--- src/design/blm_pkg.sv ---
// shared constants and types for the battery level monitor
`timescale 1ns / 1ps
package blm_pkg;

  localparam int unsigned VOLT_W = 16;
  localparam int unsigned PCT_W  = 7;
  localparam int unsigned ADC_W  = 15;
  localparam int unsigned IDX_W  = 3;
  localparam int unsigned NUM_W  = VOLT_W + PCT_W;

  typedef logic [1:0] level_t;

  localparam level_t LEVEL_NORMAL = 2'd0;
  localparam level_t LEVEL_WARN   = 2'd1;
  localparam level_t LEVEL_LOCK   = 2'd2;

  localparam logic [PCT_W-1:0]  PCT_FULL = 7'd100;
  localparam logic [VOLT_W-1:0] VOLT_MAX = 16'hFFFF;

  localparam logic [IDX_W-1:0] REG_EMPTY_LEVEL  = 3'd0;
  localparam logic [IDX_W-1:0] REG_FULL_LEVEL   = 3'd1;
  localparam logic [IDX_W-1:0] REG_RISE_STEP    = 3'd2;
  localparam logic [IDX_W-1:0] REG_LOCK_LEVEL   = 3'd3;
  localparam logic [IDX_W-1:0] REG_WARN_LEVEL   = 3'd4;
  localparam logic [IDX_W-1:0] REG_WARN_PERIOD  = 3'd5;
  localparam logic [IDX_W-1:0] REG_DIODE_OFFSET = 3'd6;

  typedef struct packed {
    logic start;
    logic done;
  } div_ctrl_t;

endpackage

--- src/design/battery_level_monitor_unit.sv ---
// top level of the battery level monitor: scaling, update filter, level state and warn ticks
`timescale 1ns / 1ps
// Each transaction is either an ADC sample (func 0) or a loop tick (func 1) and yields
// exactly one result. A tick, a sample that is filtered out as a small rise, or a sample
// that lands at or beyond the empty or full level passes from the calc state straight to the
// output state. A sample between the empty and full levels runs the percent through the
// bit-serial divider, one quotient bit per cycle, via the start and divide states. One
// transaction is worked on at a time; a new one is accepted once the previous result is in
// the output register, even while that result still waits to be taken.
module battery_level_monitor_unit (
  input  logic                          clk_i,
  input  logic                          rst_ni,
  input  logic                          in_valid_i,
  output logic                          in_ready_o,
  input  logic                          func_i,
  input  logic [blm_pkg::ADC_W-1:0]     adc_reading_i,
  output logic                          out_valid_o,
  input  logic                          out_ready_i,
  output logic [blm_pkg::VOLT_W-1:0]    voltage_now_o,
  output logic [blm_pkg::PCT_W-1:0]     percent_now_o,
  output logic [1:0]                    level_state_o,
  output logic                          warn_event_o,
  input  logic                          cfg_we_i,
  input  logic [blm_pkg::IDX_W-1:0]     cfg_idx_i,
  input  logic [blm_pkg::VOLT_W-1:0]    cfg_data_i
);

  localparam int unsigned VW = blm_pkg::VOLT_W;

  localparam logic [2:0] ST_IDLE  = 3'd0;
  localparam logic [2:0] ST_CALC  = 3'd1;
  localparam logic [2:0] ST_START = 3'd2;
  localparam logic [2:0] ST_DIV   = 3'd3;
  localparam logic [2:0] ST_OUT   = 3'd4;

  logic [2:0] state_q, state_d;

  logic [VW-1:0] empty_q, full_q, step_q, lock_q, warn_q, period_q, offset_q;

  logic                      func_q;
  logic [blm_pkg::ADC_W-1:0] adc_q;

  logic [VW-1:0]             kept_volt_q, kept_volt_d;
  logic [blm_pkg::PCT_W-1:0] kept_pct_q, kept_pct_d;
  blm_pkg::level_t           kept_lvl_q, kept_lvl_d;
  blm_pkg::level_t           prev_lvl_q, prev_lvl_d;
  logic [VW-1:0]             countdown_q, countdown_d;
  logic                      ev_q, ev_d;
  logic [VW-1:0]             diff_q, diff_d;
  logic [VW-1:0]             den_q, den_d;

  logic                      out_valid_q, out_valid_d;
  logic [VW-1:0]             out_volt_q;
  logic [blm_pkg::PCT_W-1:0] out_pct_q;
  blm_pkg::level_t           out_lvl_q;
  logic                      out_ev_q;

  logic [VW+1:0]             sum;
  logic [VW-1:0]             volt;
  logic [VW-1:0]             rise;
  logic                      small_rise;
  logic [blm_pkg::NUM_W-1:0] num;
  logic                      out_free;
  logic                      load_out;
  logic                      div_start;
  logic                      div_done;
  logic [blm_pkg::PCT_W-1:0] div_quot;

  assign in_ready_o = (state_q == ST_IDLE);
  assign out_free   = !out_valid_q || out_ready_i;
  assign load_out   = (state_q == ST_OUT) && out_free;

  // reading times three plus the diode offset, saturated to 16 bits
  always_comb begin
    sum  = {3'b000, adc_q} + {2'b00, adc_q, 1'b0} + {2'b00, offset_q};
    volt = (sum[VW+1:VW] != 2'b00) ? blm_pkg::VOLT_MAX : sum[VW-1:0];
    rise = volt - kept_volt_q;
    small_rise = (volt > kept_volt_q) && (rise < step_q);
  end

  // diff times one hundred as 64 + 32 + 4
  assign num = {1'b0, diff_q, 6'b0} + {2'b00, diff_q, 5'b0} + {5'b0, diff_q, 2'b0};

  assign div_start = (state_q == ST_START);

  blm_div u_div (
    .clk_i   (clk_i),
    .rst_ni  (rst_ni),
    .start_i (div_start),
    .num_i   (num),
    .den_i   (den_q),
    .done_o  (div_done),
    .quot_o  (div_quot)
  );

  always_comb begin
    state_d     = state_q;
    kept_volt_d = kept_volt_q;
    kept_pct_d  = kept_pct_q;
    kept_lvl_d  = kept_lvl_q;
    prev_lvl_d  = prev_lvl_q;
    countdown_d = countdown_q;
    ev_d        = ev_q;
    diff_d      = diff_q;
    den_d       = den_q;
    out_valid_d = out_valid_q;
    if (out_valid_q && out_ready_i) begin
      out_valid_d = 1'b0;
    end
    case (state_q)
      ST_IDLE: begin
        if (in_valid_i) begin
          state_d = ST_CALC;
        end
      end
      ST_CALC: begin
        ev_d    = 1'b0;
        state_d = ST_OUT;
        if (func_q) begin
          if (kept_lvl_q == blm_pkg::LEVEL_WARN) begin
            if (prev_lvl_q != blm_pkg::LEVEL_WARN) begin
              countdown_d = '0;
            end else if (countdown_q <= VW'(1)) begin
              ev_d        = 1'b1;
              countdown_d = period_q;
            end else begin
              countdown_d = countdown_q - 1'b1;
            end
          end
          prev_lvl_d = kept_lvl_q;
        end else if (!small_rise) begin
          kept_volt_d = volt;
          if (volt < lock_q) begin
            kept_lvl_d = blm_pkg::LEVEL_LOCK;
          end else if (volt < warn_q) begin
            kept_lvl_d = blm_pkg::LEVEL_WARN;
          end else begin
            kept_lvl_d = blm_pkg::LEVEL_NORMAL;
          end
          if (volt <= empty_q) begin
            kept_pct_d = '0;
          end else if (volt >= full_q) begin
            kept_pct_d = blm_pkg::PCT_FULL;
          end else begin
            diff_d  = volt - empty_q;
            den_d   = full_q - empty_q;
            state_d = ST_START;
          end
        end
      end
      ST_START: begin
        state_d = ST_DIV;
      end
      ST_DIV: begin
        if (div_done) begin
          kept_pct_d = div_quot;
          state_d    = ST_OUT;
        end
      end
      ST_OUT: begin
        if (out_free) begin
          out_valid_d = 1'b1;
          state_d     = ST_IDLE;
        end
      end
      default: begin
        state_d = ST_IDLE;
      end
    endcase
  end

  always_ff @(posedge clk_i or negedge rst_ni) begin
    if (!rst_ni) begin
      state_q     <= ST_IDLE;
      out_valid_q <= 1'b0;
      kept_volt_q <= '0;
      kept_pct_q  <= '0;
      kept_lvl_q  <= blm_pkg::LEVEL_NORMAL;
      prev_lvl_q  <= blm_pkg::LEVEL_NORMAL;
      countdown_q <= '0;
      ev_q        <= 1'b0;
      empty_q     <= 16'd3300;
      full_q      <= 16'd4200;
      step_q      <= 16'd50;
      lock_q      <= 16'd3400;
      warn_q      <= 16'd3500;
      period_q    <= 16'd6000;
      offset_q    <= 16'd300;
    end else begin
      state_q     <= state_d;
      out_valid_q <= out_valid_d;
      kept_volt_q <= kept_volt_d;
      kept_pct_q  <= kept_pct_d;
      kept_lvl_q  <= kept_lvl_d;
      prev_lvl_q  <= prev_lvl_d;
      countdown_q <= countdown_d;
      ev_q        <= ev_d;
      if (cfg_we_i) begin
        case (cfg_idx_i)
          blm_pkg::REG_EMPTY_LEVEL:  empty_q  <= cfg_data_i;
          blm_pkg::REG_FULL_LEVEL:   full_q   <= cfg_data_i;
          blm_pkg::REG_RISE_STEP:    step_q   <= cfg_data_i;
          blm_pkg::REG_LOCK_LEVEL:   lock_q   <= cfg_data_i;
          blm_pkg::REG_WARN_LEVEL:   warn_q   <= cfg_data_i;
          blm_pkg::REG_WARN_PERIOD:  period_q <= cfg_data_i;
          blm_pkg::REG_DIODE_OFFSET: offset_q <= cfg_data_i;
          default: begin
          end
        endcase
      end
    end
  end

  always_ff @(posedge clk_i) begin
    diff_q <= diff_d;
    den_q  <= den_d;
    if (in_valid_i && in_ready_o) begin
      func_q <= func_i;
      adc_q  <= adc_reading_i;
    end
    if (load_out) begin
      out_volt_q <= kept_volt_q;
      out_pct_q  <= kept_pct_q;
      out_lvl_q  <= kept_lvl_q;
      out_ev_q   <= ev_q;
    end
  end

  assign out_valid_o   = out_valid_q;
  assign voltage_now_o = out_volt_q;
  assign percent_now_o = out_pct_q;
  assign level_state_o = out_lvl_q;
  assign warn_event_o  = out_ev_q;

endmodule

--- src/design/blm_div.sv ---
// bit-serial restoring divider producing the charge percent, one quotient bit per cycle
`timescale 1ns / 1ps
module blm_div (
  input  logic                           clk_i,
  input  logic                           rst_ni,
  input  logic                           start_i,
  input  logic [blm_pkg::NUM_W-1:0]      num_i,
  input  logic [blm_pkg::VOLT_W-1:0]     den_i,
  output logic                           done_o,
  output logic [blm_pkg::PCT_W-1:0]      quot_o
);

  localparam int unsigned STEPS = blm_pkg::PCT_W;
  localparam int unsigned CNT_W = $clog2(STEPS);

  logic                          busy_q, busy_d;
  logic                          done_q, done_d;
  logic [CNT_W-1:0]              cnt_q, cnt_d;
  logic [blm_pkg::VOLT_W-1:0]    rem_q, rem_d;
  logic [blm_pkg::VOLT_W-1:0]    den_q, den_d;
  logic [STEPS-1:0]              low_q, low_d;
  logic [STEPS-1:0]              quot_q, quot_d;
  logic [blm_pkg::VOLT_W:0]      shifted;
  logic [blm_pkg::VOLT_W+1:0]    trial;

  // quotient is below 2^STEPS, so the upper dividend bits already sit below the divisor
  always_comb begin
    shifted = {rem_q, low_q[STEPS-1]};
    trial   = {1'b0, shifted} - {2'b00, den_q};
    busy_d  = busy_q;
    done_d  = 1'b0;
    cnt_d   = cnt_q;
    rem_d   = rem_q;
    den_d   = den_q;
    low_d   = low_q;
    quot_d  = quot_q;
    if (start_i) begin
      busy_d = 1'b1;
      cnt_d  = '0;
      rem_d  = num_i[blm_pkg::NUM_W-1:STEPS];
      low_d  = num_i[STEPS-1:0];
      den_d  = den_i;
      quot_d = '0;
    end else if (busy_q) begin
      low_d = {low_q[STEPS-2:0], 1'b0};
      if (!trial[blm_pkg::VOLT_W+1]) begin
        rem_d  = trial[blm_pkg::VOLT_W-1:0];
        quot_d = {quot_q[STEPS-2:0], 1'b1};
      end else begin
        rem_d  = shifted[blm_pkg::VOLT_W-1:0];
        quot_d = {quot_q[STEPS-2:0], 1'b0};
      end
      if (cnt_q == CNT_W'(STEPS - 1)) begin
        busy_d = 1'b0;
        done_d = 1'b1;
      end else begin
        cnt_d = cnt_q + 1'b1;
      end
    end
  end

  always_ff @(posedge clk_i or negedge rst_ni) begin
    if (!rst_ni) begin
      busy_q <= 1'b0;
      done_q <= 1'b0;
      cnt_q  <= '0;
    end else begin
      busy_q <= busy_d;
      done_q <= done_d;
      cnt_q  <= cnt_d;
    end
  end

  always_ff @(posedge clk_i) begin
    rem_q  <= rem_d;
    den_q  <= den_d;
    low_q  <= low_d;
    quot_q <= quot_d;
  end

  assign done_o = done_q;
  assign quot_o = quot_q;

endmodule
--- config.mk ---
export PLATFORM = sky130hd
export DESIGN_NAME = battery_level_monitor_unit
export DESIGN_NICKNAME = d
export VERILOG_FILES = /design/src/design/blm_pkg.sv /design/src/design/battery_level_monitor_unit.sv /design/src/design/blm_div.sv
export SDC_FILE = /design/constraint.sdc
export NUM_CORES = 1
export LEC_CHECK = 0
export ABC_CLOCK_PERIOD_IN_PS = 6800
export BUFFER_PORTS_ARGS = -buffer_cell sky130_fd_sc_hd__buf_4
export CAP_MARGIN = 20
export CORE_ASPECT_RATIO = 1.4
export CORE_MARGIN = 2
export CORE_UTILIZATION = 57
export DETAILED_ROUTE_END_ITERATION = 10
export GPL_TIMING_DRIVEN = 0
export HOLD_SLACK_MARGIN = 0.02
export PLACE_DENSITY = 0.81
export SLEW_MARGIN = 20
export SYNTH_ARGS = -nofsm -noshare
export SYNTH_HDL_FRONTEND = slang
export SYNTH_SLANG_ARGS = --single-unit
--- constraint.sdc ---
create_clock -name clk_i -period 6.8 [get_ports clk_i]
set_input_delay 1.36 -clock clk_i [delete_from_list [all_inputs] [get_ports clk_i]]
set_output_delay 1.36 -clock clk_i [all_outputs]
set_load 0.005 [all_outputs]
==> metrics.md <==
| Metric | Value |
|---|---|
| Largest net degree at the start of global routing | 103 |
| Gp weighted congestion | ~0.93 |
| Post-placement cell count | 2111 |
| Clock Skew | 0.0101 ns |
| Area fraction of the dominant cell type after synthesis | 19.4% |
| Final HPWL DP | 31000 um |
| R2R Path End | kept_pct_q[5] |
| Global-route wire length before repair | 66900 um |
| Outcome | finished clean |
| CP peak stage delay | ~0.57 ns |
| WL/cell | between 15 and 20 um |
| Period utilization | 98.8% |
| Ranking of synthesized cells by area | edfxtp_1 19%, dfrtp_1 19%, ha_1 12% |
| Diode count | 0 |
| R2R setup slack | between 0.08 and 0.09 ns |
| Fillers | 2206 |
| Vias/cell | between 6 and 7 |
| Final Hold Viols | 0 |
| Hold Path Class | reg -> reg |
| Sink Count | 283 |
| Final setup viols | 0 |
| Async set or reset register ratio after synthesis | roughly 60% |
| Seq/Total Area, Yosys | between 40% and 50% |
| Post-synth EDFFs | between 100 and 150 |
| Clk slew on worst S/H paths | roughly 0.070 ns |
| Die Width | between 150 and 200 um |
| Hold_buf cts | 0 |
| Main synth FF type | dfrtp_1 |
| Area growth syn-to-layout | 15.1% |
| CTS Root Cell | clkbuf_16 |
| CP max-delay cell | fa_1 |
| Tot GR Track Use | between 20% and 30% |
| # DRC | 0 |
| Biggest area consumer among synthesized cells | edfxtp_1 |
| WP data required | roughly 7.2 ns |
| I/O pins | slightly below 70 |
| Final slew viol count | 0 |
| DRT iter0 DRCs | between 700 and 800 |
| H-tree depth | 1 |
| CTS Buf Count | 29 |
| Total core area | 0.0298 mm2 |
| Grt total ovfl | 0 |
| Tmin final | ~6.7 ns |
| Clock buffer depth | 3 |
| Die Y | 210 um |
| Register bit total from synthesis | roughly 280 |
| Worst Path Arrival | roughly 7 ns |
| Die footprint | 0.0316 mm2 |
| Cell Count, Final, Fillers Out | ~2200 |
| Worst Setup Path Type | reg -> reg |
| Max-cap viol count | 0 |
| F_max | ~150 MHz |
| Worst reg-to-reg path cell count | 27 |
| Slew @ Worst Pin | roughly 1.1 ns |
| Synth warn | 0 |
| CP top delay family | compound AO/OA/AOI/OAI gates |
| Hold EP | u_div.den_q[14] |
| Commonest non-fill, non-tap cell in the layout | ha_1 |
| CTS tree | yes |
| Total negative slack | 0 ns |
| Final wirelength | roughly 43000 um |
| Crit-path max FO | 7 |
| Rows | 75 |
| Clk_lat worst skew | 0.55 ns |
| Pre-Repair DR Iteration Count | 5 |
| Vias in the first global route | about 13000 |
| Fin nets | a little over 2000 |
| CP endpoint kind | flip-flop |
| Final antenna-violating net count | 0 |
| Avg Cell Area, Syn | 10.4 um2 |
| Relative slew slack | a little under 30% |
| Starting density of the core | around 58% |
| I/O Buffers | 65 |
| Library cells used by synthesis | 90 |
| Syn_nets | approximately 1900 |
| Buffers plus inverters on the worst setup path | 2 |
| Hold depth | 0 |
| Share of layout cells above drive strength 1 | between 15 and 20% |
| Area of the mapped netlist | around 0.017 mm2 |
| Most frequent cells in the layout | 158 x ha_1, 151 x inv_1, 137 x nand2_1 |
| Syn Inst Count | 1659 |
| Critical path startpoint category | flip-flop |
| Critical R2R Launch | adc_q[0] |
| Initial antenna violation count | 0 |
| Hold Path Origin | den_q[14] |
| Total number of vias | 13161 |
## routing by layer
| metal | up-vias | share of wire (%) | GRT usage (%) |
|---|---|---|---|
| met1 | 6425 | 38 | 31.8 |
| met5 | - | 0 | 0 |
| met2 | 421 | 52 | 49.3 |
| li1 | 6185 | - | - |
| met3 | 130 | 5.9 | 3.35 |
| met4 | 0 | 4.6 | 10.6 |
## Yosys cell counts (4+ instances only)
library cell  count
nand2_1         145
a21boi_0          4
buf_2             7
o21ai_0         113
nor2b_1          15
nor3_1           44
dfxtp_1           7
a22o_1            6
or3_1            18
o21ai_1          23
nand3_1          18
o21bai_1         10
nor2_1          104
dfstp_2          36
nand4_1          14
o211ai_1          8
fa_1             32
dfrtp_1         129
o21a_1           20
o2111ai_1         5
mux2_2           58
ha_1            165
clkbuf_1         25
a21o_1           34
nor3b_1           7
edfxtp_1        111
nand2b_1         14
a211oi_1         18
buf_1             4
a21oi_1         102
inv_1           152
xor2_1           21
and3_1           15
mux2i_1          10
xnor2_1          46
and2_1           10
a31oi_1          21
nand4b_1          4
o31ai_1           5
## final cells by class
type                    instances  area, um2  area share [%]
well taps                     385        482            2.43
multi-input cells            1185       9100            45.9
clock buffers                  37        840            4.24
clock inverters                16        185           0.935
repair buffers                 93        792            4.00
inverters                     153        578            2.92
plain buffers                  39        185           0.935
flip-flops and latches        283       7650            38.6
## cells by family after synthesis
family	Yosys count	share of synthesized area (%)
flops	283	44.4
buf+inv	192	4.31
mux	68	4.38
fa+ha+maj	197	15.7
simple gates	431	12.1
xor+xnor	67	3.41
compound gates	421	15.7
## stage by stage
stage	cell area [um2]	setup slack [ns]	util (%)	hold slack [ns]
2_1_floorplan	17200	0.116	-	0.400
3_3_place_gp	18200	-1.18	61.0	0.401
3_5_place_dp	18300	-1.13	61.2	0.406
4_1_cts	19500	0.0209	65.5	0.420
5_1_grt	19800	-0.127	66.4	0.427
6_report	19800	0.0847	66.4	0.419
## timing repair
action	CTS	global route
endpoints found under the setup margin	59	59
resized for setup	28	31
gates cloned	1	1
buffers inserted	12	13
pin swaps	10	29
## how the worst max path moves through the flow
stage                        start             to  slack (ns)  cells after the start
after floorplan           adc_q[0]  kept_pct_q[2]        0.12                     25
after global placement    adc_q[0]       den_q[4]       -1.18                     26
after detailed placement  adc_q[0]       den_q[2]       -1.13                     24
after CTS                 adc_q[0]       den_q[2]        0.02                     26
after global routing      adc_q[0]  kept_pct_q[5]       -0.13                     26
final                     adc_q[0]  kept_pct_q[5]        0.08                     27
Power is not shown: default switching activity piles up to over one toggle a cycle in this logic, so the estimate is an artifact.
